--- src/hdl/stok_pkg.sv ---
// shared types and constants for the script tokenizer
package stok_pkg;

	localparam int unsigned LEN_W     = 10;
	localparam int unsigned LINE_W    = 20;
	localparam int unsigned QDEPTH    = 4;
	localparam int unsigned QAW       = $clog2(QDEPTH);
	localparam int unsigned SLOTS     = 3;

	localparam logic [LEN_W-1:0]  MAX_LEN_RST = 10'd1023;
	localparam logic [LINE_W-1:0] LINE_MAX    = 20'hFFFFF;

	localparam logic [7:0] CH_EOI   = 8'd0;
	localparam logic [7:0] CH_NL    = 8'h0A;
	localparam logic [7:0] CH_SPACE = 8'h20;
	localparam logic [7:0] CH_QUOTE = 8'h22;
	localparam logic [7:0] CH_STAR  = 8'h2A;
	localparam logic [7:0] CH_SLASH = 8'h2F;

	typedef enum logic [1:0] {
		KIND_BYTE = 2'd0,
		KIND_END  = 2'd1,
		KIND_EOI  = 2'd2
	} kind_t;

	typedef enum logic [6:0] {
		MODE_IDLE  = 7'b0000001,
		MODE_SLASH = 7'b0000010,
		MODE_LINE  = 7'b0000100,
		MODE_BLOCK = 7'b0001000,
		MODE_STAR  = 7'b0010000,
		MODE_QUOTE = 7'b0100000,
		MODE_WORD  = 7'b1000000
	} mode_t;

	typedef struct packed {
		logic [1:0]        kind;
		logic [7:0]        token_byte;
		logic [LINE_W-1:0] token_line;
		logic              is_quoted;
		logic              truncated;
	} res_t;

	// up to three results caused by one text byte, slot 0 first
	typedef struct packed {
		logic [1:0]       cnt;
		res_t [SLOTS-1:0] r;
	} bundle_t;

endpackage

--- src/hdl/stok_in_if.sv ---
// text byte channel
interface stok_in_if;
	logic       valid;
	logic       ready;
	logic [7:0] in_byte;

	modport source (output valid, output in_byte, input ready);
	modport sink (input valid, input in_byte, output ready);
endinterface

--- src/hdl/stok_out_if.sv ---
// token result channel
interface stok_out_if;
	logic        valid;
	logic        ready;
	logic [1:0]  kind;
	logic [7:0]  token_byte;
	logic [19:0] token_line;
	logic        is_quoted;
	logic        truncated;
	logic        last;

	modport source (output valid, output kind, output token_byte, output token_line,
		output is_quoted, output truncated, output last, input ready);
	modport sink (input valid, input kind, input token_byte, input token_line,
		input is_quoted, input truncated, input last, output ready);
endinterface

--- src/hdl/script_tokenizer_unit.sv ---
// script tokenizer top: front scanner, bundle queue, result serializer
// the results of a byte pass through the bundle queue and then the output register before they are valid
// one text byte per cycle while the queue is not full; the output register moves one result per cycle
//   while tokens.ready is high, so a byte that causes k results (k up to 3) takes k output beats
// the four-entry bundle queue lets the front keep taking bytes while results wait
// reset: arst_n clears scan state, line count and queue; the token length limit max_len_q returns to 1023
module script_tokenizer_unit
	import stok_pkg::*;
(
	input  logic             clk,
	input  logic             arst_n,
	stok_in_if.sink          text,
	stok_out_if.source       tokens,
	input  logic             cfg_we,
	input  logic [LEN_W-1:0] cfg_wdata
);

	logic          push, pop, q_empty, q_full;
	bundle_t       push_data, head;
	logic [QAW:0]  q_level;

	stok_front u_front (
		.clk       (clk),
		.arst_n    (arst_n),
		.text      (text),
		.cfg_we    (cfg_we),
		.cfg_wdata (cfg_wdata),
		.q_full    (q_full),
		.push      (push),
		.push_data (push_data)
	);

	stok_queue u_queue (
		.clk       (clk),
		.arst_n    (arst_n),
		.push      (push),
		.push_data (push_data),
		.pop       (pop),
		.head      (head),
		.empty     (q_empty),
		.full      (q_full),
		.level     (q_level)
	);

	stok_back u_back (
		.clk     (clk),
		.arst_n  (arst_n),
		.head    (head),
		.q_empty (q_empty),
		.pop     (pop),
		.tokens  (tokens)
	);

	a_level_bound: assert property (@(posedge clk) disable iff (!arst_n)
		q_level <= (QAW+1)'(QDEPTH))
		else $error("bundle queue over depth");

	a_push_nonempty: assert property (@(posedge clk) disable iff (!arst_n)
		push |-> (push_data.cnt != 2'd0))
		else $error("empty bundle pushed");

	a_eoi_last: assert property (@(posedge clk) disable iff (!arst_n)
		(tokens.valid && tokens.kind == KIND_EOI) |-> tokens.last)
		else $error("input end not marked last");

	a_no_push_full: assert property (@(posedge clk) disable iff (!arst_n)
		q_full |-> !push)
		else $error("push into full queue");

endmodule

--- src/hdl/stok_front.sv ---
// front end: scan state machine, builds the result bundle for each text byte
module stok_front
	import stok_pkg::*;
(
	input  logic              clk,
	input  logic              arst_n,
	stok_in_if.sink           text,
	input  logic              cfg_we,
	input  logic [LEN_W-1:0]  cfg_wdata,
	input  logic              q_full,
	output logic              push,
	output bundle_t           push_data
);

	mode_t             mode_q, mode_d;
	logic [LINE_W-1:0] line_q, line_d;
	logic [LINE_W-1:0] start_q, start_d;
	logic [LEN_W-1:0]  kept_q, kept_d;
	logic              drop_q, drop_d;
	logic [LEN_W-1:0]  max_len_q;

	logic              acc;
	logic [7:0]        b;
	logic              b_space;
	logic              do_begin, add_a, add_b, end_en, fin;
	logic              b_quoted, end_quoted;
	logic [LEN_W-1:0]  base_kept, kept1;
	logic              base_drop, drop1, drop2;
	logic              a_ok, b_ok;
	logic [LINE_W-1:0] tok_line;
	res_t [3:0]        cand;
	logic [3:0]        cand_en;
	logic [2:0]        n;
	bundle_t           bun;

	assign b       = text.in_byte;
	assign acc     = text.valid && text.ready;
	assign b_space = b inside {[8'd1:CH_SPACE], [8'd128:8'd255]};

	assign text.ready = !q_full;

	// action decode
	always_comb begin
		mode_d     = mode_q;
		do_begin   = 1'b0;
		add_a      = 1'b0;
		add_b      = 1'b0;
		end_en     = 1'b0;
		fin        = 1'b0;
		b_quoted   = 1'b0;
		end_quoted = 1'b0;
		case (mode_q)
			MODE_SLASH: begin
				if (b == CH_SLASH) begin
					mode_d = MODE_LINE;
				end else if (b == CH_STAR) begin
					mode_d = MODE_BLOCK;
				end else begin
					// lone slash starts a bare word, this byte continues or ends it
					mode_d = MODE_WORD;
					add_a  = 1'b1;
					if (b == CH_EOI) begin
						end_en = 1'b1;
						fin    = 1'b1;
					end else if (b_space) begin
						end_en = 1'b1;
						mode_d = MODE_IDLE;
					end else begin
						add_b = 1'b1;
					end
				end
			end
			MODE_LINE: begin
				if (b == CH_EOI) fin = 1'b1;
				else if (b == CH_NL) mode_d = MODE_IDLE;
			end
			MODE_BLOCK: begin
				if (b == CH_EOI) fin = 1'b1;
				else if (b == CH_STAR) mode_d = MODE_STAR;
			end
			MODE_STAR: begin
				if (b == CH_EOI) fin = 1'b1;
				else if (b == CH_SLASH) mode_d = MODE_IDLE;
				else if (b != CH_STAR) mode_d = MODE_BLOCK;
			end
			MODE_QUOTE: begin
				end_quoted = 1'b1;
				b_quoted   = 1'b1;
				if (b == CH_EOI) begin
					end_en = 1'b1;
					fin    = 1'b1;
				end else if (b == CH_QUOTE) begin
					end_en = 1'b1;
					mode_d = MODE_IDLE;
				end else begin
					add_b = 1'b1;
				end
			end
			MODE_WORD: begin
				if (b == CH_EOI) begin
					end_en = 1'b1;
					fin    = 1'b1;
				end else if (b_space) begin
					end_en = 1'b1;
					mode_d = MODE_IDLE;
				end else begin
					add_b = 1'b1;
				end
			end
			default: begin
				if (b == CH_EOI) begin
					fin = 1'b1;
				end else if (b_space) begin
					mode_d = MODE_IDLE;
				end else if (b == CH_QUOTE) begin
					do_begin = 1'b1;
					mode_d   = MODE_QUOTE;
				end else if (b == CH_SLASH) begin
					do_begin = 1'b1;
					mode_d   = MODE_SLASH;
				end else begin
					do_begin = 1'b1;
					mode_d   = MODE_WORD;
					add_b    = 1'b1;
				end
			end
		endcase
	end

	// length limit and state update
	always_comb begin
		base_kept = do_begin ? '0 : kept_q;
		base_drop = do_begin ? 1'b0 : drop_q;
		tok_line  = do_begin ? line_q : start_q;
		a_ok      = add_a && (base_kept < max_len_q);
		kept1     = base_kept + LEN_W'(a_ok);
		drop1     = base_drop | (add_a & !a_ok);
		b_ok      = add_b && (kept1 < max_len_q);
		kept_d    = kept1 + LEN_W'(b_ok);
		drop2     = drop1 | (add_b & !b_ok);
		drop_d    = drop2;
		start_d   = tok_line;
		line_d    = line_q;
		if (fin) begin
			kept_d  = '0;
			drop_d  = 1'b0;
			start_d = '0;
			line_d  = '0;
		end
		if (b == CH_NL && line_q != LINE_MAX) line_d = line_q + 1'b1;
	end

	// pack the enabled results into consecutive slots
	always_comb begin
		cand[0] = '{kind: KIND_BYTE, token_byte: CH_SLASH, token_line: tok_line,
			is_quoted: 1'b0, truncated: 1'b0};
		cand[1] = '{kind: KIND_BYTE, token_byte: b, token_line: tok_line,
			is_quoted: b_quoted, truncated: 1'b0};
		cand[2] = '{kind: KIND_END, token_byte: 8'd0, token_line: tok_line,
			is_quoted: end_quoted, truncated: drop2};
		cand[3] = '{kind: KIND_EOI, token_byte: 8'd0, token_line: '0,
			is_quoted: 1'b0, truncated: 1'b0};
		cand_en = {fin, end_en, b_ok, a_ok};
		bun = '0;
		n   = '0;
		for (int i = 0; i < 4; i++) begin
			if (cand_en[i]) begin
				if (n < 3'(SLOTS)) bun.r[n[1:0]] = cand[i];
				n = n + 3'd1;
			end
		end
		bun.cnt = n[1:0];
	end

	assign push      = acc && (n != 3'd0);
	assign push_data = bun;

	always_ff @(posedge clk or negedge arst_n) begin
		if (!arst_n) begin
			mode_q    <= MODE_IDLE;
			line_q    <= '0;
			start_q   <= '0;
			kept_q    <= '0;
			drop_q    <= 1'b0;
			max_len_q <= MAX_LEN_RST;
		end else begin
			if (acc) begin
				mode_q  <= fin ? MODE_IDLE : mode_d;
				line_q  <= line_d;
				start_q <= start_d;
				kept_q  <= kept_d;
				drop_q  <= drop_d;
			end
			if (cfg_we) max_len_q <= cfg_wdata;
		end
	end

endmodule

--- src/hdl/stok_queue.sv ---
// small bundle fifo between front and back
module stok_queue
	import stok_pkg::*;
(
	input  logic           clk,
	input  logic           arst_n,
	input  logic           push,
	input  bundle_t        push_data,
	input  logic           pop,
	output bundle_t        head,
	output logic           empty,
	output logic           full,
	output logic [QAW:0]   level
);

	bundle_t          mem_q [QDEPTH];
	logic [QAW-1:0]   wr_ptr_q, rd_ptr_q;
	logic [QAW:0]     level_q;

	assign head  = mem_q[rd_ptr_q];
	assign empty = (level_q == '0);
	assign full  = (level_q == (QAW+1)'(QDEPTH));
	assign level = level_q;

	always_ff @(posedge clk) begin
		if (push) mem_q[wr_ptr_q] <= push_data;
	end

	always_ff @(posedge clk or negedge arst_n) begin
		if (!arst_n) begin
			wr_ptr_q <= '0;
			rd_ptr_q <= '0;
			level_q  <= '0;
		end else begin
			if (push) wr_ptr_q <= wr_ptr_q + 1'b1;
			if (pop) rd_ptr_q <= rd_ptr_q + 1'b1;
			case ({push, pop})
				2'b10:   level_q <= level_q + 1'b1;
				2'b01:   level_q <= level_q - 1'b1;
				default: level_q <= level_q;
			endcase
		end
	end

endmodule

--- src/hdl/stok_back.sv ---
// back end: walks the slots of each bundle into the output register
module stok_back
	import stok_pkg::*;
(
	input  logic        clk,
	input  logic        arst_n,
	input  bundle_t     head,
	input  logic        q_empty,
	output logic        pop,
	stok_out_if.source  tokens
);

	logic [1:0] sel_q;
	logic       valid_q;
	res_t       res_q;
	logic       last_q;
	logic       load;
	logic       at_last;

	assign load    = !q_empty && (!valid_q || tokens.ready);
	assign at_last = (sel_q == head.cnt - 2'd1);
	assign pop     = load && at_last;

	assign tokens.valid      = valid_q;
	assign tokens.kind       = res_q.kind;
	assign tokens.token_byte = res_q.token_byte;
	assign tokens.token_line = res_q.token_line;
	assign tokens.is_quoted  = res_q.is_quoted;
	assign tokens.truncated  = res_q.truncated;
	assign tokens.last       = last_q;

	always_ff @(posedge clk) begin
		if (load) begin
			res_q  <= head.r[sel_q];
			last_q <= at_last;
		end
	end

	always_ff @(posedge clk or negedge arst_n) begin
		if (!arst_n) begin
			valid_q <= 1'b0;
			sel_q   <= '0;
		end else begin
			if (load) begin
				valid_q <= 1'b1;
				sel_q   <= at_last ? 2'd0 : sel_q + 2'd1;
			end else if (tokens.ready) begin
				valid_q <= 1'b0;
			end
		end
	end

endmodule

--- src/flat_wrapper.sv ---
// flat-port wrapper written by rule: the top's interface ports become plain ports
module script_tokenizer_unit_flat import stok_pkg::*;
  (clk, arst_n, cfg_we, cfg_wdata, text_valid, text_in_byte, text_ready, tokens_valid, tokens_kind, tokens_token_byte, tokens_token_line, tokens_is_quoted, tokens_truncated, tokens_last, tokens_ready);
  stok_in_if text_i ();
  stok_out_if tokens_i ();
  input  logic clk;
  input  logic arst_n;
  input  logic cfg_we;
  input  logic [LEN_W-1:0] cfg_wdata;
  input wire logic [$bits(text_i.valid)-1:0] text_valid;
  input wire logic [$bits(text_i.in_byte)-1:0] text_in_byte;
  output wire logic [$bits(text_i.ready)-1:0] text_ready;
  output wire logic [$bits(tokens_i.valid)-1:0] tokens_valid;
  output wire logic [$bits(tokens_i.kind)-1:0] tokens_kind;
  output wire logic [$bits(tokens_i.token_byte)-1:0] tokens_token_byte;
  output wire logic [$bits(tokens_i.token_line)-1:0] tokens_token_line;
  output wire logic [$bits(tokens_i.is_quoted)-1:0] tokens_is_quoted;
  output wire logic [$bits(tokens_i.truncated)-1:0] tokens_truncated;
  output wire logic [$bits(tokens_i.last)-1:0] tokens_last;
  input wire logic [$bits(tokens_i.ready)-1:0] tokens_ready;
  assign text_i.valid = text_valid;
  assign text_i.in_byte = text_in_byte;
  assign text_ready = text_i.ready;
  assign tokens_valid = tokens_i.valid;
  assign tokens_kind = tokens_i.kind;
  assign tokens_token_byte = tokens_i.token_byte;
  assign tokens_token_line = tokens_i.token_line;
  assign tokens_is_quoted = tokens_i.is_quoted;
  assign tokens_truncated = tokens_i.truncated;
  assign tokens_last = tokens_i.last;
  assign tokens_i.ready = tokens_ready;
  script_tokenizer_unit u_core (.clk(clk), .arst_n(arst_n), .text(text_i), .tokens(tokens_i), .cfg_we(cfg_we), .cfg_wdata(cfg_wdata));
endmodule
--- config.mk ---
export PLATFORM = sky130hd
export DESIGN_NAME = script_tokenizer_unit_flat
export DESIGN_NICKNAME = d
export VERILOG_FILES = /design/src/hdl/stok_pkg.sv /design/src/hdl/stok_in_if.sv /design/src/hdl/stok_out_if.sv /design/src/hdl/script_tokenizer_unit.sv /design/src/hdl/stok_front.sv /design/src/hdl/stok_queue.sv /design/src/hdl/stok_back.sv /design/src/flat_wrapper.sv
export SDC_FILE = /design/constraint.sdc
export NUM_CORES = 1
export LEC_CHECK = 0
export ABC_CLOCK_PERIOD_IN_PS = 14100
export BUFFER_PORTS_ARGS = -buffer_cell sky130_fd_sc_hd__buf_2
export CORE_UTILIZATION = 58
export DETAILED_ROUTE_END_ITERATION = 10
export PLACE_DENSITY = 0.75
export SLEW_MARGIN = 20
export SYNTH_ARGS = -nofsm -noshare
export SYNTH_HDL_FRONTEND = slang
export SYNTH_SLANG_ARGS = --single-unit
export TNS_END_PERCENT = 10
--- constraint.sdc ---
create_clock -name clk -period 14.1 [get_ports clk]
set_input_delay 0.705 -clock clk [delete_from_list [all_inputs] [get_ports clk]]
set_output_delay 0.705 -clock clk [all_outputs]
set_load 0.01 [all_outputs]
Yosys cells after proc, flatten, opt, wreduce, memory -nomap -nowiden
Memory sizes are Yosys's and may differ from the RTL's.
Cells that the tools add are included.
Storage, ports and cells
  bits in registers: 111
  bits in writable memories: 392
  input bits: 23
  output and inout port bits: 35
  logic and storage cells: 192
  memories: 1
Cells by class
  add/subtract/negate cells: 12
  $lt $le $gt $ge: 16
  equality and inequality tests: 27
  muxes and demuxes: 83
  bitwise gates (word level): 7
  reductions and logical operators: 29
Memories
  u_core.u_queue.mem_q: depth 4, width 98, read ports 1, clocked after Yosys merged registers in 0, wr ports 1, line stok_queue.sv:16  | bundle_t mem_q [QDEPTH];
Operators by type and width (number)
  $mux W96: 6
  $bwmux W96: 2
  $demux W32 S2: 3
  $mux W7: 20
  $mux W32: 4
  $and A93 B93 Y93: 1
  $not A93 Y93: 1
  $mux W20: 4
  $bmux W32 S2: 1
  $pmux W7 S6: 1
  $mux W1: 32
  $mux W28: 1
  $ne A3 B3 Y1 const B: 9
  $eq A8 B6 Y1 const B: 3
  $add A10 B1 Y10: 2
  $add A20 B1 Y20 const B: 1
  $lt A10 B10 Y1: 2
  $mux W10: 2
  $ne A20 B20 Y1 const B: 1
  $add A3 B1 Y3 const B: 4
  $logic_and A1 B1 Y1: 12
  $lt A2 B3 Y1 const B: 4
  $reduce_and A12 Y1: 1
  $lt A3 B2 Y1 const B: 3
  other kinds (39): 54

Longest topological paths before layout
  depth after elaboration: 23
  depth in mapped cells: 43
  depth with buffers taken out: 38

Hierarchy
A second synthesis with hierarchy kept.
Second synthesis, totals
  cell total of the unflattened synthesis: 1466
  area total of the unflattened synthesis: 22315.2 µm²
By module, submodules not included
  stok_queue: instances 1, cells an instance 549, area each 14641.5 µm², seq. area each 11946.5 µm²
  stok_front: instances 1, cells an instance 756, area each 5809.3 µm², seq. area each 1715.4 µm²
  stok_back: instances 1, cells an instance 161, area each 1864.3 µm², seq. area each 1066.0 µm²

Least setup slack after synthesis
OpenSTA, ideal clock, no wires.
  kind: input to register
  start: in text_in_byte[2]
  end: mem u_core.u_queue.mem_q[0][0] (netlist name), enable pin
  library setup time: 459 ps
  data arrival time: 9840 ps
  required time: 13641 ps
  setup slack: 3801 ps
  cell stages on the path: 32
  path buffers: 5
  path through: buf_2 nor3_1 a211o_1 nor3_1 buf_2 buf_1 nor2_1 ha_1 nand4_1 or4b_2 o211a_1 nand2_1 inv_1 ha_1 ha_1 clkbuf_1 nand3_1 xor2_1 nor2_1 ha_1 a21o_1 a2111oi_0 o21a_1 o21ai_0 a311oi_2 buf_2 fa_1 ha_1 nor2_1 a31o_2 o2bb2ai_2 and2_1
RTL lines
  start: declaration: line flat_wrapper.sv:11  | input wire logic [$bits(text_i.in_byte)-1:0] text_in_byte;
  end: declaration: line stok_queue.sv:16

Final worst setup path
  start: reg u_core.u_front.mode_q[6]
  end: mem u_core.u_queue.mem_q[3][56] (netlist name), enable pin
On the way
  longest elaborated chain between the ends: 18
  elaborated cells on any way between the ends: 30
  classes of those cells: 4 x add/sub; 2 x order compare; 6 x eq/ne; 12 x mux; 6 x reduce/logical
Ends and longest elaborated chain
  start: declaration: line stok_front.sv:15  | mode_t mode_q, mode_d;
  start signal: assignment: line stok_front.sv:188  | mode_q <= fin ? MODE_IDLE : mode_d;
  $eq A7 B7 Y1 (tied with other cells): line stok_front.sv:52  | case (mode_q)
  $reduce_or A6 Y1 (no line)
  $mux W1: line stok_front.sv:52
  $mux W10: line stok_front.sv:132  | base_kept = do_begin ? '0 : kept_q;
  $lt A10 B10 Y1: line stok_front.sv:135  | a_ok = add_a && (base_kept < max_len_q);
  $logic_and A1 B1 Y1: line stok_front.sv:135
  $add A10 B1 Y10: line stok_front.sv:136  | kept1 = base_kept + LEN_W'(a_ok);
  $lt A10 B10 Y1: line stok_front.sv:138  | b_ok = add_b && (kept1 < max_len_q);
  [... 2 more ...]
  $add A3 B1 Y3: line stok_front.sv:169  | n = n + 3'd1;
  $mux W3: line stok_front.sv:167  | if (cand_en[i]) begin
  $add A3 B1 Y3: line stok_front.sv:169
  $mux W3 *: line stok_front.sv:167
  $reduce_bool A3 Y1 *: line stok_front.sv:175  | assign push = acc && (n != 3'd0);
  $logic_and A1 B1 Y1 *: line stok_front.sv:175
  $mux W1 *: line stok_queue.sv:26  | if (push) mem_q[wr_ptr_q] <= push_data;
  $mux W1 (not written as such) *: line stok_queue.sv:26
Mark *: on every way between the ends. The rest lies on a longest branch, timed or not.

==> impl_summary.txt <==
----------------------------------------------------
[Outcome]
  Status ... complete, no violations

[Route]
  Total wire length ... about 42000 um
  Post-route DRC ... 0
  Vias ... 11400
  Wire length per cell ... 22.6 um
  Routed Antenna Nets ... 0
  Drt first pass iters ... 5
  Initial detailed-routing violation count ... between 1000 and 1500
  Via-per-instance ratio ... around 6.2

[Power]
  Total power per unit cell area ... between 150 and 200 nW/um^2
  Proportion of power drawn by flip-flops and latches ... 0.452
  Sw frac ... 0.298
  Internal cell power ... 2.98 mW
  Leakage dissipation ... 8.25 nW
  Combinational Power Share ... 0.268
  Switching power ... 1.26 mW
  Maximum VDD drop ... approximately 130 uV
  Clock power frac ... 0.280

[Placed design]
  Routability cong. ... 0.847
  Number of buffers added on ports ... 57
  Detail Placement HPWL ... 24600 um

[Clocking]
  CTS tree ... yes
  Clk Tree Root Cell ... sky130_fd_sc_hd__clkbuf_16
  Number of post-CTS setup repair buffers ... 0
  CTS resizes ... 0
  Sinks on the clock net ... 471
  Hold buffer count at CTS ... 0
  Clock buffers created by TritonCTS ... 46
  Clock transition at the registers of the reported paths ... 70 ps
  Max Root-Sink Buffers ... 3
  Clock latency reported for the late side of the worst-skew pair ... 560 ps
  Max H-tree Level ... 2

[STA]
  Final Hold Violating Endpoints ... 0
  Setup-violating endpoint count in the final report ... 0
  Worst clock skew on the final layout ... 11.2 ps
  Highest clock rate ... 98.8 MHz
  Pins over their slew limit ... 0
  RSZ-0062 raised after global routing ... no
  Slew margin rel. ... 0.317
  Share of the clock period used by the worst path after layout ... 0.718
  Time the final worst path needs with I/O delays and setup ... a little over 10000 ps
  Least-Margin Pin Slew ... roughly 1000 ps
  Final total negative setup slack ... 0 ps

[Synth]
  Dominant synthesized flop cell ... sky130_fd_sc_hd__edfxtp_1
  Post-synthesis share of cell area spent on and, or, nand and nor gates ... 0.0760
  Register bit count reported by yosys ... 471
  Mean cell area of the mapped netlist ... roughly 16 um^2
  Share of the synthesized netlist area taken by xor and xnor gates ... 0.0187
  Biggest area contributors in the synthesized netlist ... sky130_fd_sc_hd__edfxtp_1, sky130_fd_sc_hd__mux4_2, sky130_fd_sc_hd__dfrtp_1
  Compound-cell area share of the yosys netlist ... 0.0556
  Mux cell area share after synthesis ... 0.130
  Mapped cell area ... 20500 um^2
  Combinational family with the most area after synthesis ... multiplexers
  Largest area contributor in the netlist ... sky130_fd_sc_hd__edfxtp_1
  Synth Area in Adders ... 0.0233
  Fraction of registers with async set/reset ... 0.166
  Portion of the post-synthesis area used by sequential elements ... 0.672
  Count of warnings emitted by yosys ... 0
  Number of instances in the synthesized netlist ... 1298
  Post-synth EDFFs ... 393
  Count of distinct cell types in the synthesized netlist ... 77
  Share of the synthesized area in the top cell type ... 0.576

[Job]
  Number of maximum-capacitance constraint violations ... 0

[GRT]
  Met2 capacity usage during global routing ... 0.382
  Total routing usage reported by global routing ... 0.242
  Initial antenna violation count ... 0
  Leftover overflow at the end of global routing ... 0
  First-pass GRT wire length ... 65900 um
  Met3 global-route usage ... 0.0422
  Pin count of the biggest net entering global routing ... 63
  Vias in the first global route ... 11500
  Global-route met1 utilization ... 0.345
  Highest-utilization routing layer at the global route stage ... met2

[Finish]
  Total number of nets in the final design ... 1414
  Post-layout util ... 0.656
  Diodes inserted ... 0
  Layout-stage area growth over the synthesis result ... 10.8%
  Ratio of cells with drive above 1 in the final layout ... 0.204

[Floorplan]
  Initial core utilization ... 0.592
  Placeable core region ... 34600 um^2
  DIE AREA ... approximately 36000 um^2
  Total number of placement rows ... between 60 and 70
  Height of the chip ... 190 um
  I/O pins ... 58
  Die width ... approximately 190 um

[Hold path]
  Class of the worst hold path ... input pin to async pin

[Worst setup path]
  Required time at the worst-slack endpoint ... approximately 14000 ps
  CP endpoint kind ... flop
  Critical path data arrival time ... 10310 ps
  Largest stage delay, worst path ... slightly above 700 ps
  Buffers plus inverters on the worst setup path ... 5
  Critical path's most frequent cell ... sky130_fd_sc_hd__ha_1
  Cell with the biggest individual delay on the critical path ... sky130_fd_sc_hd__buf_4
  Count of cells along the worst register-to-register path ... 33
  Highest net fanout along the worst path ... 48
  Crit path kind ... flop to flop
  CP startpoint kind ... flop
  Levels on crit path ... 33
  Crit path max-delay family ... simple AND/OR/NAND/NOR gates

----------------------------------------------------
worst reg2reg max path, delay by kind of cell (launching register included):
kind            cells  cell delay (ps)
compound gates      9             2550
flops               1              490
mux                 1               90
buf+inv             5             1420
simple gates       10             3160
fa+ha+maj           6             1630
xor+xnor            2              390
per-stage QoR:
step           hold slack [ps]  setup WS, ps  cell area (um^2)  power (mW)  cells
3_5_place_dp               472          3570             21300        3.09   1761
5_1_grt                    155          3170             22700        4.44   1845
4_1_cts                    117          4010             22700        4.28   1845
2_1_floorplan              409          3800             20500        2.75   1301
6_report                   119          3980             22700        4.24   1845
3_3_place_gp               481          3780             21300        3.07   1761
routing by layer:
layer | share of wire | up-vias | wire [um]
met1 | 0.43 | 5796 | 17900
li1 | - | 5130 | -
met3 | 0.067 | 71 | 2780
met4 | 0.023 | 0 | 959
met2 | 0.48 | 416 | 20100
met5 | 0 | - | 0
power groups by stage:
stage	Clock [mW]	Combinational [mW]	Sequential, mW
2_1_floorplan	0	0.834	1.92
3_3_place_gp	0	1.13	1.93
3_5_place_dp	0	1.14	1.95
4_1_cts	1.21	1.15	1.92
5_1_grt	1.26	1.23	1.94
6_report	1.19	1.14	1.92
logic make-up (layout without fill, tap and decap cells):
logic type,after synthesis,count (layout)
flip-flops,471,471
AND/OR/NAND/NOR,314,314
AO/OA/AOI/OAI,156,156
multiplexers,153,153
buffers and inverters,123,212
XOR/XNOR,43,43
adder cells (fa/ha/maj),37,37
other,1,4
sequential cells by signal, summed over array words and instances (netlist names), 3 cells and up:
register	flops
u_core.u_queue.mem_q	360
u_core.u_back.tokens.token_line	20
u_core.u_front.line_q	20
u_core.u_front.start_q	20
u_core.u_front.kept_q	10
u_core.u_front.max_len_q	10
u_core.u_back.tokens.token_byte	8
u_core.u_front.mode_q	7
u_core.u_queue.level	3
synth_stat cells (all sizes together), types with 5 or more instances:
| library cell | instances |
|---|---|
| a21oi | 21 |
| a22o | 21 |
| a31oi | 5 |
| and2 | 24 |
| and3 | 11 |
| and4 | 5 |
| buf | 34 |
| clkbuf | 36 |
| dfrtp | 67 |
| dfstp | 11 |
| edfxtp | 393 |
| ha | 35 |
| inv | 53 |
| mux2 | 10 |
| mux2i | 53 |
| mux4 | 90 |
| nand2 | 57 |
| nand2b | 6 |
| nand3 | 21 |
| nand4 | 8 |
| nor2 | 108 |
| nor2b | 8 |
| nor3 | 39 |
| nor4 | 6 |
| o211ai | 5 |
| o21ai | 30 |
| o22ai | 27 |
| o31ai | 5 |
| or3 | 7 |
| xnor2 | 26 |
| xor2 | 17 |
layout make-up:
class	instances	area (um^2)
inverters	53	199
clock buffers	63	1240
multi-input cells	707	6290
well taps	455	569
clock inverters	21	211
fillers	2350	11900
flip-flops and latches	471	13800
repair buffers	75	423
cells in the final DEF (no fill, tap or decap), types with 9 or more instances in the layout:
master                        n
sky130_fd_sc_hd__mux2_2       9
sky130_fd_sc_hd__and3_1      11
sky130_fd_sc_hd__dfstp_2     11
sky130_fd_sc_hd__nand3_1     21
sky130_fd_sc_hd__o21ai_0     27
sky130_fd_sc_hd__and2_1      20
sky130_fd_sc_hd__mux2i_1     53
sky130_fd_sc_hd__buf_2       56
sky130_fd_sc_hd__inv_1       53
sky130_fd_sc_hd__clkbuf_16   46
sky130_fd_sc_hd__clkbuf_1    14
sky130_fd_sc_hd__nand2_1     57
sky130_fd_sc_hd__a21oi_1     17
sky130_fd_sc_hd__mux4_2      90
sky130_fd_sc_hd__edfxtp_1   393
sky130_fd_sc_hd__buf_4       19
sky130_fd_sc_hd__nor2_1     107
sky130_fd_sc_hd__nor3_1      37
sky130_fd_sc_hd__xor2_1      16
sky130_fd_sc_hd__xnor2_1     26
sky130_fd_sc_hd__ha_1        35
sky130_fd_sc_hd__clkinv_1     9
sky130_fd_sc_hd__o22ai_1     27
sky130_fd_sc_hd__dfrtp_1     64
sky130_fd_sc_hd__a22o_1      21
worst paths after layout:
path                                               end                  startpoint  slack [ps]
hold reg to reg             u_core.u_front.start_q[16]  u_core.u_front.start_q[16]         490
setup reg to reg           u_core.u_queue.mem_q[3][56]    u_core.u_front.mode_q[6]        3980
min in group clk            u_core.u_back.tokens.valid                tokens_ready         330
hold / removal              u_core.u_front.start_q[18]                      arst_n         120
setup / recovery           u_core.u_queue.mem_q[3][56]    u_core.u_front.mode_q[6]        3980
max in group asynchronous   u_core.u_queue.rd_ptr_q[1]                      arst_n       13010
Power figures use the tool's default switching activity.
